$ cat src/rmp_pkg.sv
package rmp_pkg;

    localparam int DEF_MAX_WIDTH  = 2048;
    localparam int DEF_MAX_HEIGHT = 2048;
    localparam int DEF_MAX_BLOCK  = 64;
    localparam int MIN_BLOCK      = 4;

    localparam int PIX_W  = 8;
    localparam int SUM_W  = 20;
    localparam int APB_AW = 5;
    localparam int APB_DW = 32;

    // Register indexes on the configuration port (byte address is four times this).
    localparam logic [2:0] REG_FRAME_WIDTH  = 3'd0;
    localparam logic [2:0] REG_FRAME_HEIGHT = 3'd1;
    localparam logic [2:0] REG_RECT_X       = 3'd2;
    localparam logic [2:0] REG_RECT_Y       = 3'd3;
    localparam logic [2:0] REG_RECT_W       = 3'd4;
    localparam logic [2:0] REG_RECT_H       = 3'd5;
    localparam logic [2:0] REG_BLOCK_SIZE   = 3'd6;

    localparam logic [11:0] RST_FRAME_WIDTH  = 12'd1920;
    localparam logic [11:0] RST_FRAME_HEIGHT = 12'd1080;
    localparam logic [10:0] RST_RECT_X       = 11'd0;
    localparam logic [10:0] RST_RECT_Y       = 11'd0;
    localparam logic [11:0] RST_RECT_W       = 12'd0;
    localparam logic [11:0] RST_RECT_H       = 12'd0;
    localparam logic [7:0]  RST_BLOCK_SIZE   = 8'd16;

    typedef struct packed {
        logic busy;
        logic done;
    } div_status_t;

endpackage

$ cat src/rmp_divider.sv
module rmp_divider
    import rmp_pkg::*;
#(
    parameter int DIVISOR_W = 13
)
(
    input  logic                 clk,
    input  logic                 rst_n,
    input  logic                 start,
    input  logic [SUM_W-1:0]     dividend,
    input  logic [DIVISOR_W-1:0] divisor,
    output div_status_t          status,
    output logic [PIX_W-1:0]     quotient
);

    localparam int STEP_W = $clog2(PIX_W);
    localparam int WIDE_W = SUM_W + PIX_W;

    logic                 busy_reg;
    logic [STEP_W-1:0]    step_reg;
    logic [SUM_W-1:0]     rem_reg;
    logic [DIVISOR_W-1:0] div_reg;
    logic [PIX_W-1:0]     q_reg;

    logic [WIDE_W-1:0]    shifted;
    logic                 take;
    logic [SUM_W-1:0]     rem_next;
    logic [PIX_W-1:0]     q_next;

    // Restoring division, one quotient bit per cycle from the top; the mean
    // always fits in a pixel, so only PIX_W steps are needed.
    always_comb
    begin
        shifted  = WIDE_W'(div_reg) << step_reg;
        take     = WIDE_W'(rem_reg) >= shifted;
        rem_next = take ? (rem_reg - shifted[SUM_W-1:0]) : rem_reg;
        q_next   = {q_reg[PIX_W-2:0], take};
    end

    assign status.busy = busy_reg;
    assign status.done = busy_reg && (step_reg == '0);
    assign quotient    = q_next;

    always_ff @(posedge clk or negedge rst_n)
    begin
        if (!rst_n)
        begin
            busy_reg <= 1'b0;
            step_reg <= '0;
        end
        else if (start)
        begin
            busy_reg <= 1'b1;
            step_reg <= STEP_W'(PIX_W - 1);
        end
        else if (busy_reg)
        begin
            if (step_reg == '0)
            begin
                busy_reg <= 1'b0;
            end
            else
            begin
                step_reg <= step_reg - 1'b1;
            end
        end
    end

    always_ff @(posedge clk)
    begin
        if (start)
        begin
            rem_reg <= dividend;
            div_reg <= divisor;
            q_reg   <= '0;
        end
        else if (busy_reg)
        begin
            rem_reg <= rem_next;
            q_reg   <= q_next;
        end
    end

endmodule

$ cat config.mk
export PLATFORM = sky130hd
export DESIGN_NAME = rmp_divider
export DESIGN_NICKNAME = d
export VERILOG_FILES = /design/src/rmp_pkg.sv /design/src/rmp_divider.sv
export SDC_FILE = /design/constraint.sdc
export NUM_CORES = 1
export LEC_CHECK = 0
export CAP_MARGIN = 40
export CORE_UTILIZATION = 45
export DETAILED_ROUTE_END_ITERATION = 10
export DONT_BUFFER_PORTS = 1
export PLACE_DENSITY = 0.62
export SLEW_MARGIN = 25
export SYNTH_ARGS = -nofsm -noshare
export SYNTH_HDL_FRONTEND = slang
export SYNTH_SLANG_ARGS = --single-unit
$ cat constraint.sdc
create_clock -name clk -period 5.2 [get_ports clk]
set_input_delay 1.04 -clock clk [delete_from_list [all_inputs] [get_ports clk]]
set_output_delay 1.04 -clock clk [all_outputs]
set_load 0.05 [all_outputs]
* After elaboration in Yosys (flattened, before gate mapping)
Cells that the tools add are included.
** Word-level totals
- Register bits :: 44
- Input port bits :: 36
- Logic and storage cells :: 25
** Operators by class
- $add $sub $neg :: 2
- $lt $le $gt $ge :: 1
- Equality and inequality tests :: 1
- Shift-type cells :: 1
- Multiplexer cells :: 9
- Reductions and logical operators :: 6
** Operators by type and width (number)
- $mux W20 :: 3
- $ge A20 B28 Y1 :: 1
- $shl A13 B3 Y28 :: 1
- $sub A20 B20 Y20 :: 1
- $mux W3 :: 3
- $reduce_and A2 Y1 :: 2
- $reduce_bool A2 Y1 :: 2
- $logic_not A3 Y1 :: 1
- $mux W1 :: 3
- $sub A3 B1 Y3 const B :: 1
- $ne A2 B2 Y1 const B :: 1
- $logic_and A1 B1 Y1 :: 1

* Depth between registers and ports, before layout
Gate-level depths: netlist of the first run.
- Word-level depth :: 5
- Gate-level depth with buffers :: 15
- Mapped depth without buffers :: 12

* Worst setup path before layout of the first run
No wires, ideal clock.
- Kind :: register -> output
- Start point :: register step_reg[0]
- End point :: output quotient[0]
- Data arrival time :: 3080 ps
- Setup slack :: 1080 ps
- Stages on the path, launching flop included :: 16
- Cell sequence :: dfrtp_1 clkbuf_1 buf_2 inv_1 nand2_1 nor3_1 ha_1 inv_1 fa_1 a21o_1 a221oi_4 o21ai_2 a211o_4 o21ai_2 nand2_1 buf_4
** Between the ends
- Cells in the longest elaborated chain, start to end :: 2
** RTL lines
- from (decl) :: RTL line rmp_divider.sv:20 : logic [STEP_W-1:0] step_reg;
- from (signal assigned) :: RTL line rmp_divider.sv:54 : step_reg <= STEP_W'(PIX_W - 1);
- from (signal assigned) :: RTL line rmp_divider.sv:64 : step_reg <= step_reg - 1'b1;
- $shl A13 B3 Y28 :: RTL line rmp_divider.sv:34 : shifted = WIDE_W'(div_reg) << step_reg;
- $ge A20 B28 Y1 :: RTL line rmp_divider.sv:35 : take = WIDE_W'(rem_reg) >= shifted;
- to (decl) :: RTL line rmp_divider.sv:13 : output logic [PIX_W-1:0] quotient
No other way between the ends.

* Final worst setup path of the first run
Ends and elaborated chain as after synthesis.

==> results of run 1 <==
[cell usage in the layout, fill, tap and decap left out, types with 5 or more instances in the layout]
master,instances
mux2i_1,27
a21oi_1,24
clkbuf_8,5
a211oi_1,6
xnor2_1,10
a21o_1,5
ha_1,22
dfxtp_1,7
nor2_1,26
xor2_1,6
inv_1,8
o21ai_0,24
nand3_1,9
mux2_2,5
edfxtp_1,33
nand2_1,40
nor3_1,6
[logic make-up after synthesis]
group                      synth area share (%)
and+or+nand+nor                           14.54
AOI/OAI and AO/OA                         18.82
DFF                                       38.57
muxes                                     10.23
buffers and inverters                     4.194
adders and majority gates                 9.251
xor gates and xnor gates                  4.390
[cells in the mapped netlist (all sizes together)]
library cell	instances	area share (%)
nand2	40	4.7
edfxtp	33	31
mux2i	27	8.5
nor2	26	3.1
o21ai	26	4.3
a21oi	24	3.8
ha	22	8.6
clkbuf	17	2.0
xnor2	10	2.7
inv	9	1.1
nand3	9	1.4
dfxtp	7	4.4
a211oi	6	1.4
a21o	6	1.6
nor3	6	0.94
xor2	6	1.6
buf	5	1.1
mux2	5	1.8
a31oi	4	0.78
dfrtp	4	3.1
a31o	3	0.82
and3	3	0.63
and4	3	0.82
nand2b	3	0.59
nand4	3	0.59
nor2b	3	0.59
a211o	2	0.82
a21boi	2	0.47
and2	2	0.39
nor4	2	0.39
o21a	2	0.47
o221ai	2	0.55
o31ai	2	0.47
a2111oi	1	0.86
a221o	1	0.31
a221oi	1	0.82
a22oi	1	0.24
a311oi	1	0.27
a32oi	1	0.27
fa	1	0.63
nor3b	1	0.24
o2111ai	1	0.27
o211ai	1	0.24
or3	1	0.20
[worst reg2reg max path: cells and delay by family (launching register included)]
family          cells  cell delay (ns)
flops               1             0.79
buf+inv             1             0.25
fa+ha+maj           1             0.35
mux                 2             0.60
compound gates      5             1.02
simple gates        3             0.52
[metal layers]
layer,vias up,wire (um),track usage [%]
met5,-,0,0
met4,0,78,4.697
met3,8,374,4.381
met2,69,3199,31.60
met1,1067,3157,25.70
li1,1215,-,-
[where the power goes]
part           switching (mW)  leakage, nW  internal [mW]  total, mW
sequential             0.0855        0.430          0.522      0.608
combinational           0.631        0.914          0.455       1.09
clock                   0.123       0.0534          0.123      0.246
total                   0.840         1.40           1.10       1.94
[area by class of cell]
type | instances | area [um2] | share of cell area [%]
Clock inverter | 1 | 5.005 | 0.1487
Sequential cell | 44 | 1231 | 36.58
Multi-Input combinational cell | 260 | 1833 | 54.46
Inverter | 9 | 33.78 | 1.004
Clock buffer | 7 | 97.59 | 2.900
Timing Repair Buffer | 4 | 45.04 | 1.338
Tap cell | 96 | 120.1 | 3.569
[how the worst min path moves through the flow]
stage | cells past startpoint | slack, ns | start | to
final | 0 | 0.43 | rst_n | busy_reg$_DFF_PN0_
after global routing | 0 | 0.41 | rst_n | busy_reg$_DFF_PN0_
after CTS | 0 | 0.42 | rst_n | step_reg[2]$_DFFE_PN0P_
after detailed placement | 0 | 0.74 | rst_n | step_reg[1]$_DFFE_PN0P_
after global placement | 0 | 0.74 | rst_n | step_reg[1]$_DFFE_PN0P_
after floorplan | 3 | 0.59 | busy_reg$_DFF_PN0_ | step_reg[2]$_DFFE_PN0P_
[metrics by stage]
step / std cells / power, mW / worst slack (ns)
after floorplan: 335 / 1.503 / 1.080
after global placement: 411 / 1.682 / 0.7591
after detailed placement: 412 / 1.692 / 0.6854
after CTS: 420 / 1.946 / 0.3399
after global routing: 421 / 2.089 / 0.08943
final: 421 / 1.941 / 0.3374
==> qor.csv, run 1 <==
metric,value,unit
status,completed,
CP max stage delay,0.79,ns
Die H,86.22,um
Via density,5.603,
Critical Path Stages,11,
Worst setup SP type,flip-flop,
clock sink count,44,
Fmax achieved,205.7,MHz
"Slowest-stage cell, CP",dfrtp_1,
Hold Path Class,in -> async,
clock-pin slew on the worst setup and hold paths,0.08,ns
WL final,6.811,mm
Final Hold Vio Count,0,
dpl cell area,3248,um2
reg2reg end,rem_reg[0]$_DFFE_PP_,
minimum clock period,4.863,ns
cell family with most CP delay,compound AO/OA/AOI/OAI gates,
register area share after synthesis,38.57,%
Yosys reg bits,44,
layout overhead on the synthesized area,5.449,%
initial core utilization,46.72,%
R2R setup slack,1.40,ns
Leak,1.397,nW
Mapped Cells,335,
die area,7434,um2
Worst R2R Start,step_reg[0]$_DFFE_PN0P_,
IO Port Bufs,0,
setup TNS,0,ns
clock skew,0.01360,ns
"Design Area, Final",3366,um2
hold buffers post-CTS,0,
Yosys cell types,51,
GRT Total Usage,19.21,%
DRC errors left,0,
Synth Area per Inst,9.528,um2
max-slew violation count,0,
Tcrit/Tclk final,93.51,%
Crit. End Element,output port,
Critical Path End,quotient[0],
synthesized area,3192,um2
fin util,49.27,%
Pwr Density,576.5,nW/um2
CTS resizes,0,
worst path cell trace,mux2_2 > nor2_1 > a21oi_1 > mux2i_1 > ha_1 > and3_2 > a221oi_4 > o21ai_2 > a211o_4 > o21ai_2 > nand2_1,
warning count from the yosys run,0,
Buf/Inv on CP,0,
Ports,46,
WHS,0.4278,ns
Syn Nets,394,
reg2reg path depth,12,
Site Rows,30,
Root Driver,clkbuf_8,
final-layout fill cell count,674,
DP HPWL,5.030,mm
WS Path Type,reg -> out,
CP max FO,18,
max_cap viols,0,
die span in x,86.22,um
Critical Path RT,4.16,ns
maximum vdd drop,0.0003620,V
Largest register FFs,20,
initial antenna violation count,0,
number of post-CTS setup repair buffers,0,
final setup fails,0,
vias in the first global route,2253,
largest net degree at the start of global routing,60,
initial drt markers,106,
Final GP Congestion,0.8182,
Max clock buf depth,2,
Core ar.,6832,um2
WP data arrival,3.82,ns
H-tree Lvls,2,
cell repeated most along the worst path,o21ai_2,
global-route wire length before repair,11.05,mm
RSZ-0062 raised after global routing,no,
worst-skew pair later-pin latency,0.31,ns
crit path from,step_reg[0]$_DFFE_PN0P_,
ANT nets after route,0,
vias,2359,
DRT Pass-1 Iters,4,
routed wire length per instance,16.18,um
Worst Max-Slew Pin Slew,0.6935,ns
layout cells sized above 1,8.615,%
Num CTS Buffers,5,
clock tree from TritonCTS,built,
gr ovfl total,0,
n_diodes,0,
fin nets,383,
Slew headroom,53.76,%
No activity file was read; power rests on OpenSTA's default activity.
==> run 2, diff against run 1 <==
==> constraint.sdc (replaced) <==
create_clock -name clk -period 6.1 [get_ports clk]
set_input_delay 1.22 -clock clk [delete_from_list [all_inputs] [get_ports clk]]
set_output_delay 1.22 -clock clk [all_outputs]
set_load 0.05 [all_outputs]
==> run 2 against run 1 <==
Effect of this change: clock power down 15%; die area unchanged; core utilization unchanged; total power shrank 15%.
==> qor.csv, run 2 (synthesis results as in run 1) <==
metric,value,unit,change
status,completed,,
GR Util met1,25.44,%,-0.26 points
Leak,1.397,nW,unchanged
final setup fails,0,,unchanged
max_cap viols,0,,unchanged
initial antenna violation count,0,,unchanged
setup TNS,0,ns,unchanged
Die H,86.22,um,unchanged
Crit. End Element,output port,,
Final Hold Vio Count,0,,unchanged
Final GP Congestion,0.8183,,about the same
Worst Max-Slew Pin Slew,0.6860,ns,-0.007512 ns
Worst setup SP type,flip-flop,,
largest net degree at the start of global routing,60,,unchanged
initial drt markers,118,,+11%
vias in the first global route,2258,,+0.22%
GRT Total Usage,19.08,%,-0.12 points
routing usage on met2,32.47,%,+0.87 points
Buf/Inv on CP,0,,unchanged
Site Rows,30,,unchanged
H-tree Lvls,2,,unchanged
number of post-CTS setup repair buffers,0,,unchanged
CTS resizes,0,,unchanged
vias,2375,,+0.68%
Largest register FFs,20,,unchanged
Ports,46,,unchanged
DP HPWL,5.054,mm,+0.47%
layout cells sized above 1,8.615,%,unchanged
die span in x,86.22,um,unchanged
M3 GR Usage,3.143,%,-1.2 points
WL final,6.834,mm,+0.34%
Hold Path Class,in -> async,,
Slew headroom,54.27,%,+0.50 points
Critical Path Stages,11,,unchanged
layout overhead on the synthesized area,5.449,%,unchanged
gr ovfl total,0,,unchanged
Root Driver,clkbuf_8,,
die area,7434,um2,unchanged
global-route wire length before repair,11.05,mm,about the same
clock sink count,44,,unchanged
"Slowest-stage cell, CP",dfrtp_1,,
worst path cell trace,mux2_2 > nor2_1 > a21oi_1 > mux2i_1 > ha_1 > a21o_4 > a221oi_4 > o21ai_2 > a211o_4 > o21ai_2 > nand2_1,,
IO Port Bufs,0,,unchanged
ANT nets after route,0,,unchanged
fin nets,383,,unchanged
Fmax achieved,199.1,MHz,
"most common cell after layout, fill and taps aside",nand2_1,,
maximum vdd drop,0.0003062,V,-15%
reg2reg path depth,12,,unchanged
n_diodes,0,,unchanged
WP data arrival,3.80,ns,-0.02 ns
DRC errors left,0,,unchanged
worst-skew pair later-pin latency,0.30,ns,about the same
routed wire length per instance,16.23,um,+0.34%
hold buffers post-CTS,0,,unchanged
Max clock buf depth,2,,unchanged
CP max FO,18,,unchanged
Pwr Density,491.9,nW/um2,-15%
WHS,0.6129,ns,+0.1851 ns
cell family with most CP delay,compound AO/OA/AOI/OAI gates,,
clock tree from TritonCTS,built,,
CP max stage delay,0.79,ns,about the same
clock skew,0.01166,ns,-0.001943 ns
RSZ-0062 raised after global routing,no,,
max-slew violation count,0,,unchanged
Num CTS Buffers,5,,unchanged
minimum clock period,5.024,ns,
most frequent cells in the layout,"nand2_1, edfxtp_1, mux2i_1, nor2_1",,
Critical Path RT,4.88,ns,+0.72 ns
Core ar.,6832,um2,unchanged
cell repeated most along the worst path,o21ai_2,,
Tcrit/Tclk final,82.36,%,
clock-pin slew on the worst setup and hold paths,0.08,ns,about the same
GRT Max-Usage Layer,met2,,
DRT Pass-1 Iters,4,,unchanged
Via density,5.641,,+0.68%
WS Path Type,reg -> out,,
initial core utilization,46.72,%,unchanged
[run 2: final timing paths]
kind,from,to,slack [ns]
max,step_reg[0]$_DFFE_PN0P_,quotient[0],1.08
min,rst_n,busy_reg$_DFF_PN0_,0.61
max reg2reg,step_reg[0]$_DFFE_PN0P_,rem_reg[0]$_DFFE_PP_,2.26
min reg2reg,step_reg[2]$_DFFE_PN0P_,step_reg[2]$_DFFE_PN0P_,0.73
max in group asynchronous,rst_n,step_reg[0]$_DFFE_PN0P_,5.42
min in group clk,step_reg[2]$_DFFE_PN0P_,step_reg[2]$_DFFE_PN0P_,0.73
[run 2: power by group]
group          internal [mW]  switching [mW]  total, mW
Clock                  0.105           0.103      0.208
Sequential             0.445          0.0725      0.518
Combinational          0.388           0.542      0.930
Total                  0.938           0.717       1.66
[run 2: metrics by stage]
stage	util, %	std cells	power, mW	setup WS, ns	cell area [um2]
finish	49.27	421	1.655	1.076	3366
global route	49.27	421	1.786	0.8285	3366
CTS	49.05	420	1.658	1.071	3351
detailed placement	47.55	412	1.445	1.413	3248
global placement	47.33	411	1.434	1.479	3233
floorplan	-	335	1.282	1.800	3192
[run 2: routing by layer]
layer  wire length, um  vias to the layer above
met5                 0                        -
met1              3245                     1108
li1                  -                     1214
met4                52                        0
met3               270                        6
met2              3265                       47
[run 2: area by class of cell]
class	instances	area [um2]
clock inverter	1	5.005
sequential	44	1231
timing repair buffer	4	45.04
inverter	9	33.78
tap	96	120.1
multi-input combinational	260	1833
clock buffer	7	97.59
fill	695	3466
